==> src/hw/rtl/spc_pkg.sv <==
// ----------------------------------------------------------------------------
// spc_pkg
// Types, codes and widths shared by the sequence position cursor modules.
// ----------------------------------------------------------------------------
`default_nettype none

package spc_pkg;

  // Field widths
  localparam int OP_W       = 4;
  localparam int FRAME_W    = 8;
  localparam int ROW_W      = 8;
  localparam int CFG_W      = 9;
  localparam int RES_W      = 32;
  localparam int CFG_IDX_W  = 1;

  // Default counter width
  localparam int COUNTER_BITS_DEF = 32;

  // Remainder unit: one dividend bit per step
  localparam int DIV_STEPS = CFG_W;
  localparam int DIV_CNT_W = $clog2(DIV_STEPS);

  // Stream widths
  localparam int IN_FIELDS_W  = OP_W + FRAME_W + ROW_W;
  localparam int IN_TDATA_W   = ((IN_FIELDS_W + 7) / 8) * 8;
  localparam int OUT_FIELDS_W = FRAME_W + ROW_W + 4 * RES_W + 1 + FRAME_W + 1;
  localparam int OUT_TDATA_W  = ((OUT_FIELDS_W + 7) / 8) * 8;

  // Reset values of the configuration registers
  localparam logic [CFG_W-1:0] PATTERN_LENGTH_RST = CFG_W'(64);
  localparam logic [CFG_W-1:0] FRAME_COUNT_RST    = CFG_W'(1);

  // Configuration register indexes
  localparam logic [CFG_IDX_W-1:0] CFG_PATTERN_LENGTH = 1'b0;
  localparam logic [CFG_IDX_W-1:0] CFG_FRAME_COUNT    = 1'b1;

  // Event codes
  typedef enum logic [OP_W-1:0] {
    OP_TICK    = 4'd0,
    OP_STEP    = 4'd1,
    OP_SET     = 4'd2,
    OP_ROW     = 4'd3,
    OP_FRAME   = 4'd4,
    OP_CHECKED = 4'd5,
    OP_QUEUE   = 4'd6,
    OP_LOOP    = 4'd7,
    OP_JUMP    = 4'd8,
    OP_COUNT   = 4'd9,
    OP_SKIP    = 4'd10
  } op_e;

  // Controller states
  typedef enum logic [1:0] {
    ST_IDLE,
    ST_DIV,
    ST_COMMIT
  } state_e;

  // Controller to datapath
  typedef struct packed {
    logic load;
    logic step;
    logic commit;
  } cmd_t;

  // Datapath to controller
  typedef struct packed {
    logic div_last;
    logic out_free;
  } status_t;

endpackage

`default_nettype wire

==> src/hw/rtl/spc_remainder.sv <==
// ----------------------------------------------------------------------------
// spc_remainder
// Restoring remainder unit: one dividend bit per step, MSB first.
// ----------------------------------------------------------------------------
`default_nettype none

module spc_remainder
  import spc_pkg::*;
(
  input  wire logic             clk,
  input  wire logic             rst,
  input  wire logic             load,
  input  wire logic             step,
  input  wire logic [CFG_W-1:0] dividend,
  input  wire logic [CFG_W-1:0] divisor,
  output logic      [CFG_W-1:0] rem,
  output logic                  last
);

  logic [CFG_W-1:0]     num;
  logic [CFG_W-1:0]     den;
  logic [DIV_CNT_W-1:0] cnt;
  logic [CFG_W:0]       trial;
  logic [CFG_W:0]       trial_sub;
  logic [CFG_W-1:0]     rem_next;

  // Shift in the next dividend bit and subtract where it fits
  always_comb begin
    trial     = {rem, num[CFG_W-1]};
    trial_sub = trial - {1'b0, den};
    if (trial >= {1'b0, den}) begin
      rem_next = trial_sub[CFG_W-1:0];
    end else begin
      rem_next = trial[CFG_W-1:0];
    end
  end

  assign last = (cnt == DIV_CNT_W'(DIV_STEPS - 1));

  // Step counter
  always_ff @(posedge clk) begin
    if (rst) begin
      cnt <= '0;
    end else if (load) begin
      cnt <= '0;
    end else if (step) begin
      cnt <= cnt + 1'b1;
    end
  end

  // Operands and partial remainder
  always_ff @(posedge clk) begin
    if (load) begin
      num <= dividend;
      den <= divisor;
      rem <= '0;
    end else if (step) begin
      num <= {num[CFG_W-2:0], 1'b0};
      rem <= rem_next;
    end
  end

endmodule

`default_nettype wire

==> src/hw/rtl/spc_ctrl.sv <==
// ----------------------------------------------------------------------------
// spc_ctrl
// Event sequencer: accept, run the remainder unit, commit the new position.
// ----------------------------------------------------------------------------
`default_nettype none

module spc_ctrl
  import spc_pkg::*;
(
  input  wire logic    clk,
  input  wire logic    rst,
  input  wire logic    s_tvalid,
  output logic         s_tready,
  input  wire status_t status,
  output cmd_t         cmd
);

  state_e state;
  state_e state_next;

  // State register
  always_ff @(posedge clk) begin
    if (rst) begin
      state <= ST_IDLE;
    end else begin
      state <= state_next;
    end
  end

  // Next state
  always_comb begin
    state_next = state;
    case (state)
      ST_IDLE: begin
        if (s_tvalid) state_next = ST_DIV;
      end
      ST_DIV: begin
        if (status.div_last) state_next = ST_COMMIT;
      end
      ST_COMMIT: begin
        if (status.out_free) state_next = ST_IDLE;
      end
      default: state_next = ST_IDLE;
    endcase
  end

  // Outputs
  always_comb begin
    s_tready   = 1'b0;
    cmd        = '0;
    case (state)
      ST_IDLE: begin
        s_tready = 1'b1;
        cmd.load = s_tvalid;
      end
      ST_DIV: begin
        cmd.step = 1'b1;
      end
      ST_COMMIT: begin
        cmd.commit = status.out_free;
      end
      default: begin
        s_tready = 1'b0;
      end
    endcase
  end

endmodule

`default_nettype wire

==> src/hw/rtl/spc_datapath.sv <==
// ----------------------------------------------------------------------------
// spc_datapath
// Position state, running totals, configuration and the result register.
// ----------------------------------------------------------------------------
`default_nettype none

module spc_datapath
  import spc_pkg::*;
#(
  parameter int COUNTER_BITS = COUNTER_BITS_DEF
) (
  input  wire logic                  clk,
  input  wire logic                  rst,
  input  wire logic                  cfg_we,
  input  wire logic [CFG_IDX_W-1:0]  cfg_index,
  input  wire logic [CFG_W-1:0]      cfg_data,
  input  wire logic [IN_TDATA_W-1:0] s_tdata,
  input  wire cmd_t                  cmd,
  output status_t                    status,
  output logic                       m_tvalid,
  input  wire logic                  m_tready,
  output logic [OUT_TDATA_W-1:0]     m_tdata
);

  localparam logic [COUNTER_BITS-1:0] CNT_ONE = COUNTER_BITS'(1);

  // Configuration
  logic [CFG_W-1:0] pattern_length;
  logic [CFG_W-1:0] frame_count;

  // Position state
  logic [FRAME_W-1:0]      position_frame;
  logic [ROW_W-1:0]        position_row;
  logic [COUNTER_BITS-1:0] row_tick_count;
  logic [COUNTER_BITS-1:0] frames_passed;
  logic [COUNTER_BITS-1:0] rows_passed;
  logic [COUNTER_BITS-1:0] ticks_passed;
  logic                    pending_valid;
  logic [FRAME_W-1:0]      pending_frame;
  logic                    loop_flag;

  logic [FRAME_W-1:0]      position_frame_next;
  logic [ROW_W-1:0]        position_row_next;
  logic [COUNTER_BITS-1:0] row_tick_count_next;
  logic [COUNTER_BITS-1:0] frames_passed_next;
  logic [COUNTER_BITS-1:0] rows_passed_next;
  logic [COUNTER_BITS-1:0] ticks_passed_next;
  logic                    pending_valid_next;
  logic [FRAME_W-1:0]      pending_frame_next;
  logic                    loop_flag_next;

  // Captured event
  op_e              op_q;
  logic [ROW_W-1:0] row_arg_q;
  logic [FRAME_W-1:0] frame_arg_q;

  // Input fields
  op_e                op_in;
  logic [FRAME_W-1:0] frame_arg_in;
  logic [ROW_W-1:0]   row_arg_in;

  // Remainder operands
  logic [CFG_W-1:0] frames_eff;
  logic [CFG_W-1:0] frame_lim;
  logic [CFG_W-1:0] offer;
  logic [CFG_W-1:0] checked_src;
  logic [CFG_W-1:0] dividend;
  logic [CFG_W-1:0] rem;
  logic             div_last;

  // Commit helpers
  logic [CFG_W-1:0] row_inc;
  logic [CFG_W-1:0] row_lim;
  logic             checked;

  // Totals widened for the 32-bit result fields
  logic [COUNTER_BITS+RES_W-1:0] tick_ext;
  logic [COUNTER_BITS+RES_W-1:0] frames_ext;
  logic [COUNTER_BITS+RES_W-1:0] rows_ext;
  logic [COUNTER_BITS+RES_W-1:0] ticks_ext;

  assign op_in        = op_e'(s_tdata[OP_W-1:0]);
  assign frame_arg_in = s_tdata[OP_W +: FRAME_W];
  assign row_arg_in   = s_tdata[OP_W+FRAME_W +: ROW_W];

  // Write configuration registers
  always_ff @(posedge clk) begin
    if (rst) begin
      pattern_length <= PATTERN_LENGTH_RST;
      frame_count    <= FRAME_COUNT_RST;
    end else if (cfg_we) begin
      case (cfg_index)
        CFG_PATTERN_LENGTH: pattern_length <= cfg_data;
        CFG_FRAME_COUNT:    frame_count    <= cfg_data;
        default: ;
      endcase
    end
  end

  // Pick the frame that the event reduces modulo the frame count
  always_comb begin
    frames_eff = (frame_count == '0) ? CFG_W'(1) : frame_count;
    frame_lim  = frames_eff - 1'b1;
    case (op_in)
      OP_STEP, OP_SKIP: offer = {1'b0, position_frame} + 1'b1;
      default:          offer = {1'b0, frame_arg_in};
    endcase
    if (pending_valid) begin
      checked_src = {1'b0, pending_frame};
    end else if (loop_flag) begin
      checked_src = {1'b0, position_frame};
    end else begin
      checked_src = offer;
    end
    case (op_in)
      OP_FRAME: dividend = {1'b0, frame_arg_in};
      OP_JUMP: begin
        if ({1'b0, frame_arg_in} <= frame_lim) begin
          dividend = {1'b0, frame_arg_in};
        end else begin
          dividend = frame_lim;
        end
      end
      OP_STEP, OP_CHECKED, OP_SKIP: dividend = checked_src;
      default: dividend = '0;
    endcase
  end

  spc_remainder u_rem (
    .clk      (clk),
    .rst      (rst),
    .load     (cmd.load),
    .step     (cmd.step),
    .dividend (dividend),
    .divisor  (frames_eff),
    .rem      (rem),
    .last     (div_last)
  );

  // Capture the event operands
  always_ff @(posedge clk) begin
    if (cmd.load) begin
      op_q        <= op_in;
      frame_arg_q <= frame_arg_in;
      row_arg_q   <= row_arg_in;
    end
  end

  // Apply the event to the state
  always_comb begin
    position_frame_next = position_frame;
    position_row_next   = position_row;
    row_tick_count_next = row_tick_count;
    frames_passed_next  = frames_passed;
    rows_passed_next    = rows_passed;
    ticks_passed_next   = ticks_passed;
    pending_valid_next  = pending_valid;
    pending_frame_next  = pending_frame;
    loop_flag_next      = loop_flag;
    checked             = 1'b0;
    row_inc             = {1'b0, position_row} + 1'b1;
    row_lim             = (pattern_length == '0) ? '0 : pattern_length - 1'b1;

    case (op_q)
      OP_TICK: begin
        row_tick_count_next = row_tick_count + CNT_ONE;
        ticks_passed_next   = ticks_passed + CNT_ONE;
      end
      OP_STEP: begin
        if (row_inc >= pattern_length || row_inc[CFG_W-1]) begin
          position_row_next = '0;
          checked           = 1'b1;
        end else begin
          position_row_next = row_inc[ROW_W-1:0];
        end
        rows_passed_next    = rows_passed + CNT_ONE;
        row_tick_count_next = '0;
      end
      OP_SET: begin
        position_frame_next = frame_arg_q;
        position_row_next   = row_arg_q;
        row_tick_count_next = '0;
      end
      OP_ROW: begin
        position_row_next   = row_arg_q;
        rows_passed_next    = rows_passed + CNT_ONE;
        row_tick_count_next = '0;
      end
      OP_FRAME: begin
        position_frame_next = rem[FRAME_W-1:0];
        frames_passed_next  = frames_passed + CNT_ONE;
      end
      OP_CHECKED: begin
        checked = 1'b1;
      end
      OP_QUEUE: begin
        pending_frame_next = frame_arg_q;
        pending_valid_next = 1'b1;
      end
      OP_LOOP: begin
        loop_flag_next = 1'b1;
      end
      OP_JUMP: begin
        position_frame_next = rem[FRAME_W-1:0];
        frames_passed_next  = frames_passed + CNT_ONE;
        position_row_next   = '0;
        rows_passed_next    = rows_passed + CNT_ONE;
        row_tick_count_next = '0;
      end
      OP_COUNT: begin
        frames_passed_next = frames_passed + CNT_ONE;
      end
      OP_SKIP: begin
        checked = 1'b1;
        if ({1'b0, row_arg_q} <= row_lim) begin
          position_row_next = row_arg_q;
        end else begin
          position_row_next = row_lim[ROW_W-1:0];
        end
        rows_passed_next    = rows_passed + CNT_ONE;
        row_tick_count_next = '0;
      end
      default: ;
    endcase

    // Checked frame move: the queued frame, if any, is used up
    if (checked) begin
      pending_valid_next  = 1'b0;
      position_frame_next = rem[FRAME_W-1:0];
      frames_passed_next  = frames_passed + CNT_ONE;
    end
  end

  // Update the state on commit
  always_ff @(posedge clk) begin
    if (rst) begin
      position_frame <= '0;
      position_row   <= '0;
      row_tick_count <= '0;
      frames_passed  <= '0;
      rows_passed    <= '0;
      ticks_passed   <= '0;
      pending_valid  <= 1'b0;
      pending_frame  <= '0;
      loop_flag      <= 1'b0;
    end else if (cmd.commit) begin
      position_frame <= position_frame_next;
      position_row   <= position_row_next;
      row_tick_count <= row_tick_count_next;
      frames_passed  <= frames_passed_next;
      rows_passed    <= rows_passed_next;
      ticks_passed   <= ticks_passed_next;
      pending_valid  <= pending_valid_next;
      pending_frame  <= pending_frame_next;
      loop_flag      <= loop_flag_next;
    end
  end

  assign tick_ext   = {{RES_W{1'b0}}, row_tick_count_next};
  assign frames_ext = {{RES_W{1'b0}}, frames_passed_next};
  assign rows_ext   = {{RES_W{1'b0}}, rows_passed_next};
  assign ticks_ext  = {{RES_W{1'b0}}, ticks_passed_next};

  // Result register
  always_ff @(posedge clk) begin
    if (cmd.commit) begin
      m_tdata <= OUT_TDATA_W'({loop_flag_next,
                               pending_frame_next,
                               pending_valid_next,
                               ticks_ext[RES_W-1:0],
                               rows_ext[RES_W-1:0],
                               frames_ext[RES_W-1:0],
                               tick_ext[RES_W-1:0],
                               position_row_next,
                               position_frame_next});
    end
  end

  // Result valid: set on commit, drop on transfer
  always_ff @(posedge clk) begin
    if (rst) begin
      m_tvalid <= 1'b0;
    end else if (cmd.commit) begin
      m_tvalid <= 1'b1;
    end else if (m_tready) begin
      m_tvalid <= 1'b0;
    end
  end

  assign status.div_last = div_last;
  assign status.out_free = !m_tvalid || m_tready;

endmodule

`default_nettype wire

==> src/hw/rtl/sequence_position_cursor.sv <==
// ----------------------------------------------------------------------------
// sequence_position_cursor
// Playback position tracker for a pattern sequencer.
// ----------------------------------------------------------------------------
// Usage:
//   One event enters on the s_ channel (op, frame_arg, row_arg) and one
//   result leaves on the m_ channel holding the full state after the event.
//   rows per pattern and frames per song are written on the cfg_ port while
//   the block is idle.
// Operation:
//   An accepted event runs through the bit-serial remainder unit, which
//   reduces the frame modulo the frame count, then the commit, which
//   registers the result. A new event is taken only after the commit of
//   the previous one, once the block is back in idle.
// Reset:
//   rst clears position, totals, queued slot and loop flag; the registers
//   return to 64 rows and 1 frame. No result is pending after reset.
// Stall:
//   The result waits in the output register while m_tready is low, and the
//   next event is accepted meanwhile; its commit holds until the register
//   frees up.
// ----------------------------------------------------------------------------
`default_nettype none

module sequence_position_cursor
  import spc_pkg::*;
#(
  parameter int COUNTER_BITS = COUNTER_BITS_DEF
) (
  input  wire logic                   clk,
  input  wire logic                   rst,
  // Configuration
  input  wire logic                   cfg_we,
  input  wire logic [CFG_IDX_W-1:0]   cfg_index,
  input  wire logic [CFG_W-1:0]       cfg_data,
  // Events
  input  wire logic                   s_tvalid,
  output logic                        s_tready,
  input  wire logic [IN_TDATA_W-1:0]  s_tdata,   // op[3:0], frame_arg[11:4], row_arg[19:12]
  // Results
  output logic                        m_tvalid,
  input  wire logic                   m_tready,
  output logic [OUT_TDATA_W-1:0]      m_tdata    // cur_frame[7:0], cur_row[15:8],
                                                 // cur_tick[47:16], total_frames[79:48],
                                                 // total_rows[111:80], total_ticks[143:112],
                                                 // queued_valid[144], queued_frame[152:145],
                                                 // looping[153]
);

  cmd_t    cmd;
  status_t status;

  spc_ctrl u_ctrl (
    .clk      (clk),
    .rst      (rst),
    .s_tvalid (s_tvalid),
    .s_tready (s_tready),
    .status   (status),
    .cmd      (cmd)
  );

  spc_datapath #(
    .COUNTER_BITS (COUNTER_BITS)
  ) u_dp (
    .clk       (clk),
    .rst       (rst),
    .cfg_we    (cfg_we),
    .cfg_index (cfg_index),
    .cfg_data  (cfg_data),
    .s_tdata   (s_tdata),
    .cmd       (cmd),
    .status    (status),
    .m_tvalid  (m_tvalid),
    .m_tready  (m_tready),
    .m_tdata   (m_tdata)
  );

endmodule

`default_nettype wire

==> config.mk <==
export PLATFORM = sky130hd
export DESIGN_NAME = sequence_position_cursor
export DESIGN_NICKNAME = d
export VERILOG_FILES = /design/src/hw/rtl/spc_pkg.sv /design/src/hw/rtl/spc_remainder.sv /design/src/hw/rtl/spc_ctrl.sv /design/src/hw/rtl/spc_datapath.sv /design/src/hw/rtl/sequence_position_cursor.sv
export SDC_FILE = /design/constraint.sdc
export NUM_CORES = 1
export LEC_CHECK = 0
export ABC_AREA = 0
export BUFFER_PORTS_ARGS = -buffer_cell sky130_fd_sc_hd__buf_4
export CORE_ASPECT_RATIO = 0.6
export CORE_MARGIN = 4
export CORE_UTILIZATION = 64
export DETAILED_ROUTE_END_ITERATION = 12
export PLACE_DENSITY_LB_ADDON = 0.08
export SLEW_MARGIN = 30
export SYNTH_ARGS = -nofsm -noshare
export SYNTH_HDL_FRONTEND = slang
export SYNTH_SLANG_ARGS = --single-unit
==> constraint.sdc <==
create_clock -name clk -period 11.1 [get_ports clk]
set_input_delay 0.555 -clock clk [delete_from_list [all_inputs] [get_ports clk]]
set_output_delay 0.555 -clock clk [all_outputs]
set_load 0.02 [all_outputs]
# ---- Word level (Yosys, flattened, before mapping)
# Cells that the tools add are included.
dict set report totals {
  register_bits 380
  latchBits 0
  mem_bits_rw 0
  mem_bits_ro 0
  in_bits 39
  out_inout_bits 162
  elab_cells 114
  memories 0
}
dict set report classes {
  addsub 10
  mul 0
  n_div 0
  order_cmp 4
  eq_ne 21
  shifts 0
  mux 36
  n_bitwise 1
  reduce_logical 21
}
# operator n
set op_table {}
lappend op_table {{32-bit by 1-bit adder with 32-bit output (second input constant)} 4}
lappend op_table {{32-bit two-way mux} 4}
lappend op_table {{9-bit two-way mux} 9}
lappend op_table {{32-bit case mux with 2 select lines} 1}
lappend op_table {{8-bit two-way mux} 4}
lappend op_table {{8-bit case mux with 4 select lines} 1}
lappend op_table {{9-bit case mux with 3 select lines} 1}
lappend op_table {{4-bit by 3-bit equality test with 1-bit output (second input constant)} 6}
lappend op_table {{4-bit equality test (second input constant)} 6}
lappend op_table {{8-bit by 1-bit adder with 9-bit output (second input constant)} 2}
lappend op_table {{8-bit by 9-bit <= comparator with 1-bit output} 2}
lappend op_table {{9-bit zero test} 2}
lappend op_table {{9-bit by 1-bit subtractor with 9-bit output (second input constant)} 2}
lappend op_table {{8-bit case mux with 2 select lines} 1}
lappend op_table {{10-bit by 9-bit >= comparator with 1-bit output} 1}
lappend op_table {{1-bit two-way mux} 10}
lappend op_table {{2-bit OR reduction} 5}
lappend op_table {{9-bit >= comparator} 1}
lappend op_table {{9-bit subtractor} 1}
lappend op_table {{4-bit by 1-bit equality test with 1-bit output (second input constant)} 2}
lappend op_table {{4-bit by 2-bit equality test with 1-bit output (second input constant)} 2}
lappend op_table {{2-bit two-way mux} 3}
lappend op_table {{2-bit case mux with 3 select lines} 1}
lappend op_table {{3-bit OR reduction} 2}
lappend op_table {{16 further kinds} 20}

# ---- Logic depth before layout (Yosys ltp)
# Gate-level depths: netlist of the first run.
dict set report logic_depth {
  depth_word 7
  ltp_mapped 15
  mapped_depth_nobuf 15
}

# ---- Hierarchy
# Synthesis of the first run repeated with hierarchy kept, for this count alone.
dict set report unflattened {
  hier_cells 1926
  hier_area_um2 18864.3
}
# mod n_inst cells_per_inst area_each_um2 seq_area_each_um2
set by_module_without_submodules {}
lappend by_module_without_submodules {spc_datapath 1 1765 17043.8 8688.3}
lappend by_module_without_submodules {spc_remainder 1 150 1716.6 800.8}
lappend by_module_without_submodules {spc_ctrl 1 11 103.8 40.0}

# ---- Worst setup path after synthesis of the first run
# No wires, ideal clock.
dict set report synth_path {
  path_type {input -> register}
  start {input m_tready}
  end {register u_dp.m_tdata[0], enable pin}
  setup_ns 0.578
  arrival_time_ns 5.567
  required_time_ns 10.522
  path_slack_ns 4.954
  cell_stages 5
  n_path_buf 2
  cell_sequence {nand2b_1 nand2_1 clkinv_1 clkbuf_1 clkbuf_1}
}
# item line
set synth_rtl {}
lappend synth_rtl {{start: declaration} sequence_position_cursor.sv:42} ;# input wire logic m_tready,
lappend synth_rtl {{end signal: assignment} spc_datapath.sv:267} ;# m_tdata <= OUT_TDATA_W'({loop_flag_next,
lappend synth_rtl {{end: declaration} spc_datapath.sv:22} ;# output logic [OUT_TDATA_W-1:0] m_tdata

# ---- Worst setup path in the final report of the first run
dict set report layout_path {
  start {register u_dp.position_row[0]}
  end {register u_dp.position_frame[3]}
}
dict set report layout_via {
  elab_chain_len 6
}
# item line
set layout_lines {}
lappend layout_lines {{start: declaration} spc_datapath.sv:33} ;# logic [ROW_W-1:0] position_row;
lappend layout_lines {{start signal: assignment} spc_datapath.sv:248} ;# position_row <= position_row_next;
lappend layout_lines {{8-bit by 1-bit adder with 9-bit output *} spc_datapath.sv:161} ;# row_inc = {1'b0, position_row} + 1'b1;
lappend layout_lines {{9-bit >= comparator} spc_datapath.sv:170} ;# if (row_inc >= pattern_length || row_inc[CFG_W-1]) begin
lappend layout_lines {{1-bit logical OR *} spc_datapath.sv:170}
lappend layout_lines {{1-bit two-way mux *} spc_datapath.sv:170}
lappend layout_lines {{1-bit case mux with 2 select lines *} spc_datapath.sv:164} ;# case (op_q)
lappend layout_lines {{8-bit two-way mux *} spc_datapath.sv:227} ;# if (checked) begin
lappend layout_lines {{via u_dp.position_frame_next[3]} spc_datapath.sv:42} ;# logic [FRAME_W-1:0] position_frame_next;
lappend layout_lines {{end signal: assignment} spc_datapath.sv:247} ;# position_frame <= position_frame_next;
lappend layout_lines {{end: declaration} spc_datapath.sv:32} ;# logic [FRAME_W-1:0] position_frame;
# The timed path passes the listed nets; every way through them passes the cells marked *.
# A chain may end at the register's enable or synchronous reset.

==> impl_metrics.ini, run 1 <==
[timing]
grt_setup_unrepaired = no
holdWs_ns = 0.213
setup_viol_count_final = 0
fin_crit_ns = 4.19
tightest_slew_ns = 1.01
final_max_slew_viol_count = 0
relSlewSlack_pct = 32.4
fin_ws_ns = 6.91
finalCritPeriodShare_pct = 37.8
fmax_ghz = 0.238
setup_tns_ns = 0
hold_viol_final = 0
finClkSkew_ns = 0.0187

[setup_path]
reg2reg_depth = 13
end_kind = flip-flop
r2r_setup_slack_ns = 6.91
critPathLaunch = u_dp.position_row[0]$_SDFFE_PP0P_
cp.required_ns = 11.52
cp-start-kind = flip-flop
r2r-end = u_dp.position_frame[3]$_SDFFE_PP0P_
arrival_ns = 4.61
crit_fanout = 32
path_class = reg -> reg
reg2reg_from = u_dp.position_row[0]$_SDFFE_PP0P_
cp-endpoint = u_dp.position_frame[3]$_SDFFE_PP0P_

[synthesis]
synth_edf_count = 192
synth_top_area_share_pct = 30.6
synth_cell_types = 78
synth_seq_cells = 380
ys_top_cells_by_count = 234 x nor2_1, 200 x nand2_1, 192 x edfxtp_1
postSynthAreaPerCell_um2 = 9.67
async_reset_ff_share_pct = 0
ys_warn_count = 0
ys_seq_area_share_pct = 50.5
synth_ff_type = edfxtp_1
synth.most_common_cell = nor2_1
yosys.area.top_type = edfxtp_1
synthTopCellsByArea = edfxtp_1 31%, dfxtp_1 20%, xnor2_1 5.1%
syn_inst = 1949
netlist_area_um2 = 18900

[cts]
cts_tree = yes
cts_hold_buffers = 0
post-cts-setup-buffers = 0
path_clk_slew_ns = 0.07
cts_resized = 0
cts_buffer_depth = 3
cts-root-buf = clkbuf_16
cts_buffers = 36
clock_latency_ns = 0.53
htreeDepth = 2
cts_sinks = 380

[floorplanning]
die_area_um2 = 32400
die_h_um = 141
core_region_area_um2 = 28900
initial_core_util_pct = 65.3
rows = 48
io_pins = 201
die_w_um = 230

[power_and_ir_drop]
ir_drop_mv = 0.121
p_clk_share_pct = 39.6
p_leak_nw = 8.32
p_sw_w = 0.000715
netSwitchingFraction_pct = 24.0
p_comb_share_pct = 9.5
intPower_w = 0.00227
power_density_nw_per_um2 = 138
seq_power_share_pct = 50.9

[global_route]
antenna_found_initial = 0
grt_usage_pct = 27.2
gr-total-overflow = 0
grt_max_degree = 98
grt_pass1_wl_um = 71900
grt_pass1_vias = 13682

[cells_and_area]
utilization_pct = 74.6
drive_above_1_share_pct = 14.6
area_growth_syn_to_layout_pct = 14.2
design_area_um2 = 21500
nets = 2162
num_antenna_cells = 0

[detailed_routing]
vias = 15023
ant_nets = 0
wire_per_inst_um = 18.3
viasPerCell = 6.00
first_pass_iters = 5
finalWirelength_um = 45800
drc = 0
drt_iter0_drc = 1651

[min_path]
hold_path.class = in -> reg

[flow_run]
cap_viol_max_count = 0

[place]
dp_slack_ns = 6.86
place.gp.congestion = 0.920
dpl.hpwl_um = 31600
dpl_cell_area_um2 = 20400
io_buffers = 190

[run_status]
status = finished, final reports clean
## through the flow
step,cells,total power (W)
2_1_floorplan,1954,0.00175
3_3_place_gp,2440,0.00182
3_5_place_dp,2440,0.00183
4_1_cts,2503,0.00299
5_1_grt,2503,0.00309
6_report,2503,0.00298
## per-layer routing
layer | routed length [um] | track usage (%)
met3 | 4030 | 5.45
met5 | 0 | 0
met2 | 19600 | 39.6
met4 | 839 | 6.33
met1 | 21400 | 42.0
## critical path, cell delays in order, from the launching register on
cell      delay (ns)
dfxtp_1         0.46
ha_1            0.26
nand3_1         0.21
nor2_1          0.18
xor2_1          0.27
ha_1            0.31
a211oi_1        0.25
a21oi_1         0.10
or3_1           0.41
o21bai_2        0.12
buf_4           0.42
o211ai_1        0.48
a22o_1          0.42
o21a_1          0.19
## power groups by stage
stage	registers [W]	logic, W	clock network (W)
final	0.00152	0.000283	0.00118
after global routing	0.00152	0.000312	0.00126
after CTS	0.00152	0.000278	0.00120
after detailed placement	0.00155	0.000276	0
after global placement	0.00155	0.000271	0
after floorplan	0.00154	0.000212	0
## cell type report
class / count / area (um^2)
inverter: 65 / 251
multi-input combinational: 1392 / 8630
clock buffer: 57 / 1070
clock inverter: 6 / 37.5
tap: 400 / 500
sequential: 380 / 9530
fill: 2060 / 7350
timing repair buffer: 203 / 1520
## worst min path at each step
stage / cells past startpoint / to / startpoint / slack [ns]
final: 1 / u_dp.row_arg_q[3]$_DFFE_PP_ / s_tdata[15] / 0.21
after global routing: 1 / u_dp.row_arg_q[6]$_DFFE_PP_ / s_tdata[18] / 0.19
after CTS: 1 / u_dp.row_arg_q[3]$_DFFE_PP_ / s_tdata[15] / 0.19
after detailed placement: 2 / u_dp.pattern_length[8]$_SDFFE_PP0P_ / u_dp.pattern_length[8]$_SDFFE_PP0P_ / 0.48
after global placement: 2 / u_dp.row_tick_count[8]$_SDFFE_PP0P_ / u_dp.row_tick_count[8]$_SDFFE_PP0P_ / 0.47
after floorplan: 2 / u_dp.pending_frame[1]$_SDFFE_PP0P_ / u_dp.pending_frame[1]$_SDFFE_PP0P_ / 0.45
## layout by cell type, fill, tap and decap left out, types with 6 or more instances in the layout
cell / n
o22ai_1: 8
o21ai_0: 91
a21o_1: 9
nand2b_1: 16
ha_1: 44
nor4_1: 9
o21a_1: 11
nand3_1: 96
nor2_1: 233
o211ai_1: 6
clkbuf_1: 12
clkbuf_8: 7
a211oi_1: 31
nor3_1: 61
a22o_1: 19
or4_1: 7
nor2b_1: 11
mux2i_1: 18
nand2_1: 199
or3_1: 33
clkbuf_16: 37
edfxtp_1: 192
buf_4: 203
xnor2_1: 110
nor3_2: 6
nand4_1: 41
and2_1: 11
conb_1: 6
a2111oi_0: 8
a21boi_0: 6
xor2_1: 78
and3_1: 21
mux2_2: 15
a21oi_1: 98
inv_1: 64
dfxtp_1: 188
and4_1: 6
## logic make-up (layout without fill, tap and decap cells)
group / Yosys count / after routing / synth area share (%)
AO/OA/AOI/OAI: 342 / 342 / 11.9
adder cells (fa/ha/maj): 45 / 45 / 3.03
multiplexers: 35 / 35 / 1.97
XOR/XNOR: 188 / 188 / 8.73
other: 1 / 6 / 0.0199
AND/OR/NAND/NOR: 776 / 776 / 19.8
buffers and inverters: 182 / 331 / 3.93
flip-flops: 380 / 380 / 50.5
## state kept, by name, indices dropped and copies added (netlist names), 32 cells and up
register,count
u_dp.frames_passed,32
u_dp.m_tdata,154
u_dp.row_tick_count,32
u_dp.ticks_passed,32
u_dp.rows_passed,32
(Power assumes the default switching activity.)
==> inputs of run 2 (changes only) <==
--- a/config.mk
+++ b/config.mk
@@ -5,11 +5,11 @@
 export SDC_FILE = /design/constraint.sdc
 export NUM_CORES = 1
 export LEC_CHECK = 0
-export ABC_AREA = 0
+export ABC_AREA = 1
 export BUFFER_PORTS_ARGS = -buffer_cell sky130_fd_sc_hd__buf_4
 export CORE_ASPECT_RATIO = 0.6
 export CORE_MARGIN = 4
-export CORE_UTILIZATION = 64
+export CORE_UTILIZATION = 54
 export DETAILED_ROUTE_END_ITERATION = 12
 export PLACE_DENSITY_LB_ADDON = 0.08
 export SLEW_MARGIN = 30
==> constraint.sdc (replaced) <==
create_clock -name clk -period 3.8 [get_ports clk]
set_input_delay 0.19 -clock clk [delete_from_list [all_inputs] [get_ports clk]]
set_output_delay 0.19 -clock clk [all_outputs]
set_load 0.02 [all_outputs]
==> run 2 against run 1 <==
- hold slack got worse by 0.20 ns
- setup slack got worse by 6.6 ns
- synthesized cell count increased by 45%
- sequential cell count unchanged
- largest cell class unchanged
==> impl_metrics.ini, run 2 <==
[synthesis]
netlist_area_um2 = 21000
synth_seq_cells = 380
synth_cell_types = 47
postSynthAreaPerCell_um2 = 7.44
ys_top_cells_by_count = 707 x nand2_1, 428 x inv_1, 242 x nor2_1
async_reset_ff_share_pct = 0
ys_warn_count = 0
synth_top_area_share_pct = 27.4
syn_inst = 2827
synth_ff_type = edfxtp_1
synth.most_common_cell = nand2_1
synth_edf_count = 192
synthTopCellsByArea = edfxtp_1 27%, dfxtp_1 18%, nand2_1 13%
ys_seq_area_share_pct = 45.3
yosys.area.top_type = edfxtp_1

[power_and_ir_drop]
finalPower_w = 0.00952
power_density_nw_per_um2 = 389
p_leak_nw = 11.0
ir_drop_mv = 0.391

[cells_and_area]
num_antenna_cells = 0
largest_reg_flops = 154
final_common_cell = nand2_1
design_area_um2 = 24500
final_cell_mix = 705 x nand2_1, 426 x inv_1, 242 x nor2_1
drive_above_1_share_pct = 11.3
regMostFlops = u_dp.m_tdata
area_growth_syn_to_layout_pct = 16.3
nets = 3090

[min_path]
hold_path.class = in -> reg

[timing]
setup_tns_ns = 0
finalCritPeriodShare_pct = 91.6
hold_viol_final = 0
holdWs_ns = 0.0143
finClkSkew_ns = 0.0187
setup_viol_count_final = 0
fin_crit_ns = 3.48
fin_ws_ns = 0.318
fmax_ghz = 0.287
grt_setup_unrepaired = no
final_max_slew_viol_count = 0
relSlewSlack_pct = 38.4
tightest_slew_ns = 0.922

[global_route]
grt_pass1_vias = 17601
grt_pass1_wl_um = 94800
antenna_found_initial = 0
gr-total-overflow = 0
grt_usage_pct = 27.5
grt_max_degree = 122

[place]
dpl.hpwl_um = 44300
place.gp.congestion = 0.936
dpl_cell_area_um2 = 22800
dp_slack_ns = 0.236
io_buffers = 190

[setup_path]
cp.required_ns = 4.10
path_class = reg -> reg
slowest_delay_ns = 0.44
arrival_ns = 3.78
slowest_stage = dfxtp_1
crit_buf_inv = 4
crit_fanout = 9
path_common_cell = nand2_1
end_kind = flip-flop
crit_chain = nor2_1, nand2_1, inv_1, nand4_1, inv_1, or2_2, inv_1, ha_1, nand2_1, xor2_2, ha_1, nand2_1, inv_1, nand3_1, nor3_1, nor2_2, nand3_1, nand3_1, nand2_1, nand2_1, nand2_1
cp-start-kind = flip-flop
cpLargestDelayFamily = simple AND/OR/NAND/NOR gates

[detailed_routing]
drt_iter0_drc = 2195
ant_nets = 0
vias = 19295
finalWirelength_um = 60400
viasPerCell = 5.44
drc = 0
first_pass_iters = 6
wire_per_inst_um = 17.0

[cts]
path_clk_slew_ns = 0.07
cts_buffers = 39
cts-root-buf = clkbuf_16
htreeDepth = 2
clock_latency_ns = 0.54
cts_buffer_depth = 3
post-cts-setup-buffers = 0
cts_sinks = 380
cts_tree = yes

[floorplanning]
die_h_um = 161
initial_core_util_pct = 55.3
die_area_um2 = 42300
die_w_um = 263
rows = 55
io_pins = 201
core_region_area_um2 = 38100

[run_status]
status = finished, final reports clean

[flow_run]
cap_viol_max_count = 0
-- run 2: cell count changes after synthesis, sizes merged, moves of 95 or more --
| cell | change |
|---|---|
| xnor2 | -103 |
| inv | +377 |
| nand2 | +533 |
| o21ai | +116 |
| nand3 | +106 |
| a21oi | +95 |
-- run 2: per-layer routing --
metal	track usage, %	vias up	part of all wire [%]
met1	42.7	8935	48
li1	-	9506	-
met3	6.34	76	9.7
met5	0	-	0
met4	5.59	0	1.7
met2	39.4	778	41
-- run 2: layout make-up --
class	instances	area, um^2
Clock buffer	48	1040
Clock inverter	22	282
Fill cell	3286	13600
Inverter	441	1660
Multi-Input combinational cell	1907	9430
Sequential cell	380	9530
Tap cell	513	642
Timing Repair Buffer	237	1890
-- run 2: tightest hold or removal path, stage by stage --
cell and delay (ns):
buf_4 0.08, nor2_1 0.07, o21a_1 0.17
-- run 2: repair_timing --
item	in CTS	in global routing
resized for setup	0	4
hold buffers	29	0
hold endpoints to repair	37	0
endpoints found under the setup margin	0	8
-- run 2: logic make-up (layout without fill, tap and decap cells) --
logic type / count (synthesis) / count (layout) / synth area share, %
buffers and inverters: 545 / 748 / 10.1
AND/OR/NAND/NOR: 1323 / 1323 / 27.0
other: 1 / 6 / 0.0178
adder cells (fa/ha/maj): 45 / 45 / 2.71
flip-flops: 380 / 380 / 45.3
AO/OA/AOI/OAI: 436 / 436 / 10.8
XOR/XNOR: 97 / 97 / 4.04
-- run 2: where the power goes --
group	internal, W	switching (W)
Sequential	0.00438	0.000109
Clock	0.00237	0.00167
Combinational	0.000320	0.000670
Total	0.00707	0.00245
-- run 2: final timing paths --
check	from	endpoint	slack [ns]	depth (start not counted)
setup / recovery	u_dp.frame_count[6]$_SDFFE_PP0P_	u_dp.u_rem.num[3]$_DFFE_PP_	0.32	21
hold reg to reg	u_dp.frame_count[8]$_SDFFE_PP0P_	u_dp.u_rem.den[8]$_DFFE_PP_	0.44	0
hold / removal	m_tready	u_dp.m_tvalid$_SDFFE_PP0P_	0.01	3
setup reg to reg	u_dp.frame_count[6]$_SDFFE_PP0P_	u_dp.u_rem.num[3]$_DFFE_PP_	0.32	21
-- run 2: metrics by stage --
stage                     cells  utilization (%)
after floorplan            2832                -
after global placement     3449             60.0
after detailed placement   3449             60.0
after CTS                  3548             64.2
after global routing       3548             64.3
final                      3548             64.3
==> inputs of run 3 (changes only) <==
--- a/config.mk
+++ b/config.mk
@@ -9,7 +9,7 @@
 export BUFFER_PORTS_ARGS = -buffer_cell sky130_fd_sc_hd__buf_4
 export CORE_ASPECT_RATIO = 0.6
 export CORE_MARGIN = 4
-export CORE_UTILIZATION = 54
+export CORE_UTILIZATION = 60
 export DETAILED_ROUTE_END_ITERATION = 12
 export PLACE_DENSITY_LB_ADDON = 0.08
 export SLEW_MARGIN = 30
==> constraint.sdc (replaced) <==
create_clock -name clk -period 3.6 [get_ports clk]
set_input_delay 0.18 -clock clk [delete_from_list [all_inputs] [get_ports clk]]
set_output_delay 0.18 -clock clk [all_outputs]
set_load 0.02 [all_outputs]
==> run 3 against run 2 <==
- clock power shrank 4%
- combinational power grew 4%
- sequential share of layout area grew 0.27 points
- clock skew shrank 0.0025 ns
- first-iteration DRC count shrank 2.7%
- global-route usage grew 2.1 points
- setup slack lost 0.10 ns
- routed wire length shrank 2.5%
- count of clock-buffer cells in the layout shrank 1
- fmax grew 2.8%
- hold slack gained 0.14 ns
- largest cell class unchanged
- largest power group unchanged
- highest routed layer unchanged
==> impl_metrics.ini, run 3 (same netlist as run 2, synthesis figures left out) <==
[global_route]
grt_pass1_wl_um = 93300
antenna_found_initial = 0
grt_pass1_vias = 17565
grt_max_degree = 159
grt_usage_pct = 29.7
gr-total-overflow = 0

[floorplanning]
initial_core_util_pct = 61.6
rows = 52
die_h_um = 153
core_region_area_um2 = 34200
io_pins = 201
die_area_um2 = 38200
die_w_um = 250

[cts]
cts_tree = yes
cts_buffer_depth = 3
cts_buffers = 37
htreeDepth = 2
clock_latency_ns = 0.54
path_clk_slew_ns = 0.06
cts_sinks = 380
cts-root-buf = clkbuf_16

[timing]
final_max_slew_viol_count = 0
setup_tns_ns = 0
finClkSkew_ns = 0.0162
fmax_ghz = 0.295
fin_ws_ns = 0.213
tightest_slew_ns = 0.920
fin_crit_ns = 3.39
relSlewSlack_pct = 38.7
hold_viol_final = 0
holdWs_ns = 0.159
grt_setup_unrepaired = no
setup_viol_count_final = 0
finalCritPeriodShare_pct = 94.1

[cells_and_area]
area_growth_syn_to_layout_pct = 15.5
regMostFlops = u_dp.m_tdata
num_antenna_cells = 0
final_common_cell = nand2_1
design_area_um2 = 24300
largest_reg_flops = 154
final_cell_mix = 705 x nand2_1, 426 x inv_1, 242 x nor2_1
drive_above_1_share_pct = 11.2
utilization_pct = 71.2
nets = 3089

[min_path]
hold_path.class = in -> reg

[detailed_routing]
drc = 0
first_pass_iters = 8
vias = 19476
finalWirelength_um = 58900
viasPerCell = 5.58
wire_per_inst_um = 16.9
ant_nets = 0
drt_iter0_drc = 2136

[place]
dp_slack_ns = 0.168
io_buffers = 190
dpl_cell_area_um2 = 22800
place.gp.congestion = 0.984
dpl.hpwl_um = 42500

[flow_run]
cap_viol_max_count = 0

[power_and_ir_drop]
power_density_nw_per_um2 = 396
ir_drop_mv = 0.315
p_leak_nw = 10.9

[run_status]
status = finished, final reports clean

[setup_path]
r2r_setup_slack_ns = 0.21
arrival_ns = 3.68
path_class = reg -> reg
cp-start-kind = flip-flop
crit_fanout = 9
end_kind = flip-flop
cp.required_ns = 3.89
run 3: final timing paths:
kind,cells after the start,start,endpoint
worst max-delay path,21,u_dp.frame_count[7]$_SDFFE_PP0P_,u_dp.u_rem.num[2]$_DFFE_PP_
worst min-delay path,3,m_tready,u_dp.m_tvalid$_SDFFE_PP0P_
worst max register to register,21,u_dp.frame_count[7]$_SDFFE_PP0P_,u_dp.u_rem.num[2]$_DFFE_PP_
worst min register to register,0,u_dp.frame_count[8]$_SDFFE_PP0P_,u_dp.u_rem.den[8]$_DFFE_PP_
run 3: layout make-up:
type / count / area (um^2)
well taps: 459 / 574
clock buffers: 47 / 1010
inverters: 441 / 1660
repair buffers: 238 / 1930
multi-input cells: 1907 / 9420
flip-flops and latches: 380 / 9530
fillers: 2715 / 9840
clock inverters: 19 / 178
run 3: timing repair:
| action | CTS | global route |
|---|---|---|
| hold endpoints to repair | 35 | 0 |
| setup endpoints to repair | 0 | 31 |
| hold buffers | 31 | 0 |
| setup buffers | 0 | 0 |
| resized for setup | 0 | 8 |
run 3: layer usage:
| layer | GRT usage (%) | routed length [um] | vias to the layer above | part of all wire [%] |
|---|---|---|---|---|
| met4 | 6.90 | 1220 | 0 | 2.1 |
| li1 | - | - | 9488 | - |
| met2 | 43.3 | 24700 | 877 | 42 |
| met1 | 45.3 | 27200 | 9024 | 46 |
| met5 | 0 | 0 | - | 0 |
| met3 | 6.30 | 5810 | 87 | 9.9 |
run 3: per-stage QoR:
stage,total power (W),std cells
after CTS,0.00965,3491
after global routing,0.0100,3491
final,0.00963,3491
after detailed placement,0.00579,3394
after floorplan,0.00551,2832
after global placement,0.00576,3394
run 3: where the power goes:
group | leakage, nW | switching (W) | internal (W)
combinational | 7.02 | 0.000691 | 0.000342
sequential | 3.32 | 0.000108 | 0.00462
clock | 0.578 | 0.00165 | 0.00222
total | 10.9 | 0.00245 | 0.00718
run 3: worst max-delay path: stages, from the launching register on:
cell and delay (ns):
dfxtp_2 0.36, nor2_1 0.08, nand2_1 0.09, inv_1 0.05
nand4_1 0.08, inv_1 0.04, or2_2 0.31, inv_1 0.12
ha_2 0.23, nand2_1 0.08, xor2_1 0.28, ha_1 0.30
nand2_1 0.09, inv_1 0.06, nand3_1 0.07, nor3_1 0.05
nor2_2 0.35, nand3_1 0.21, nand3_1 0.13, nand2_1 0.07
nand2_1 0.07, nand2_1 0.05
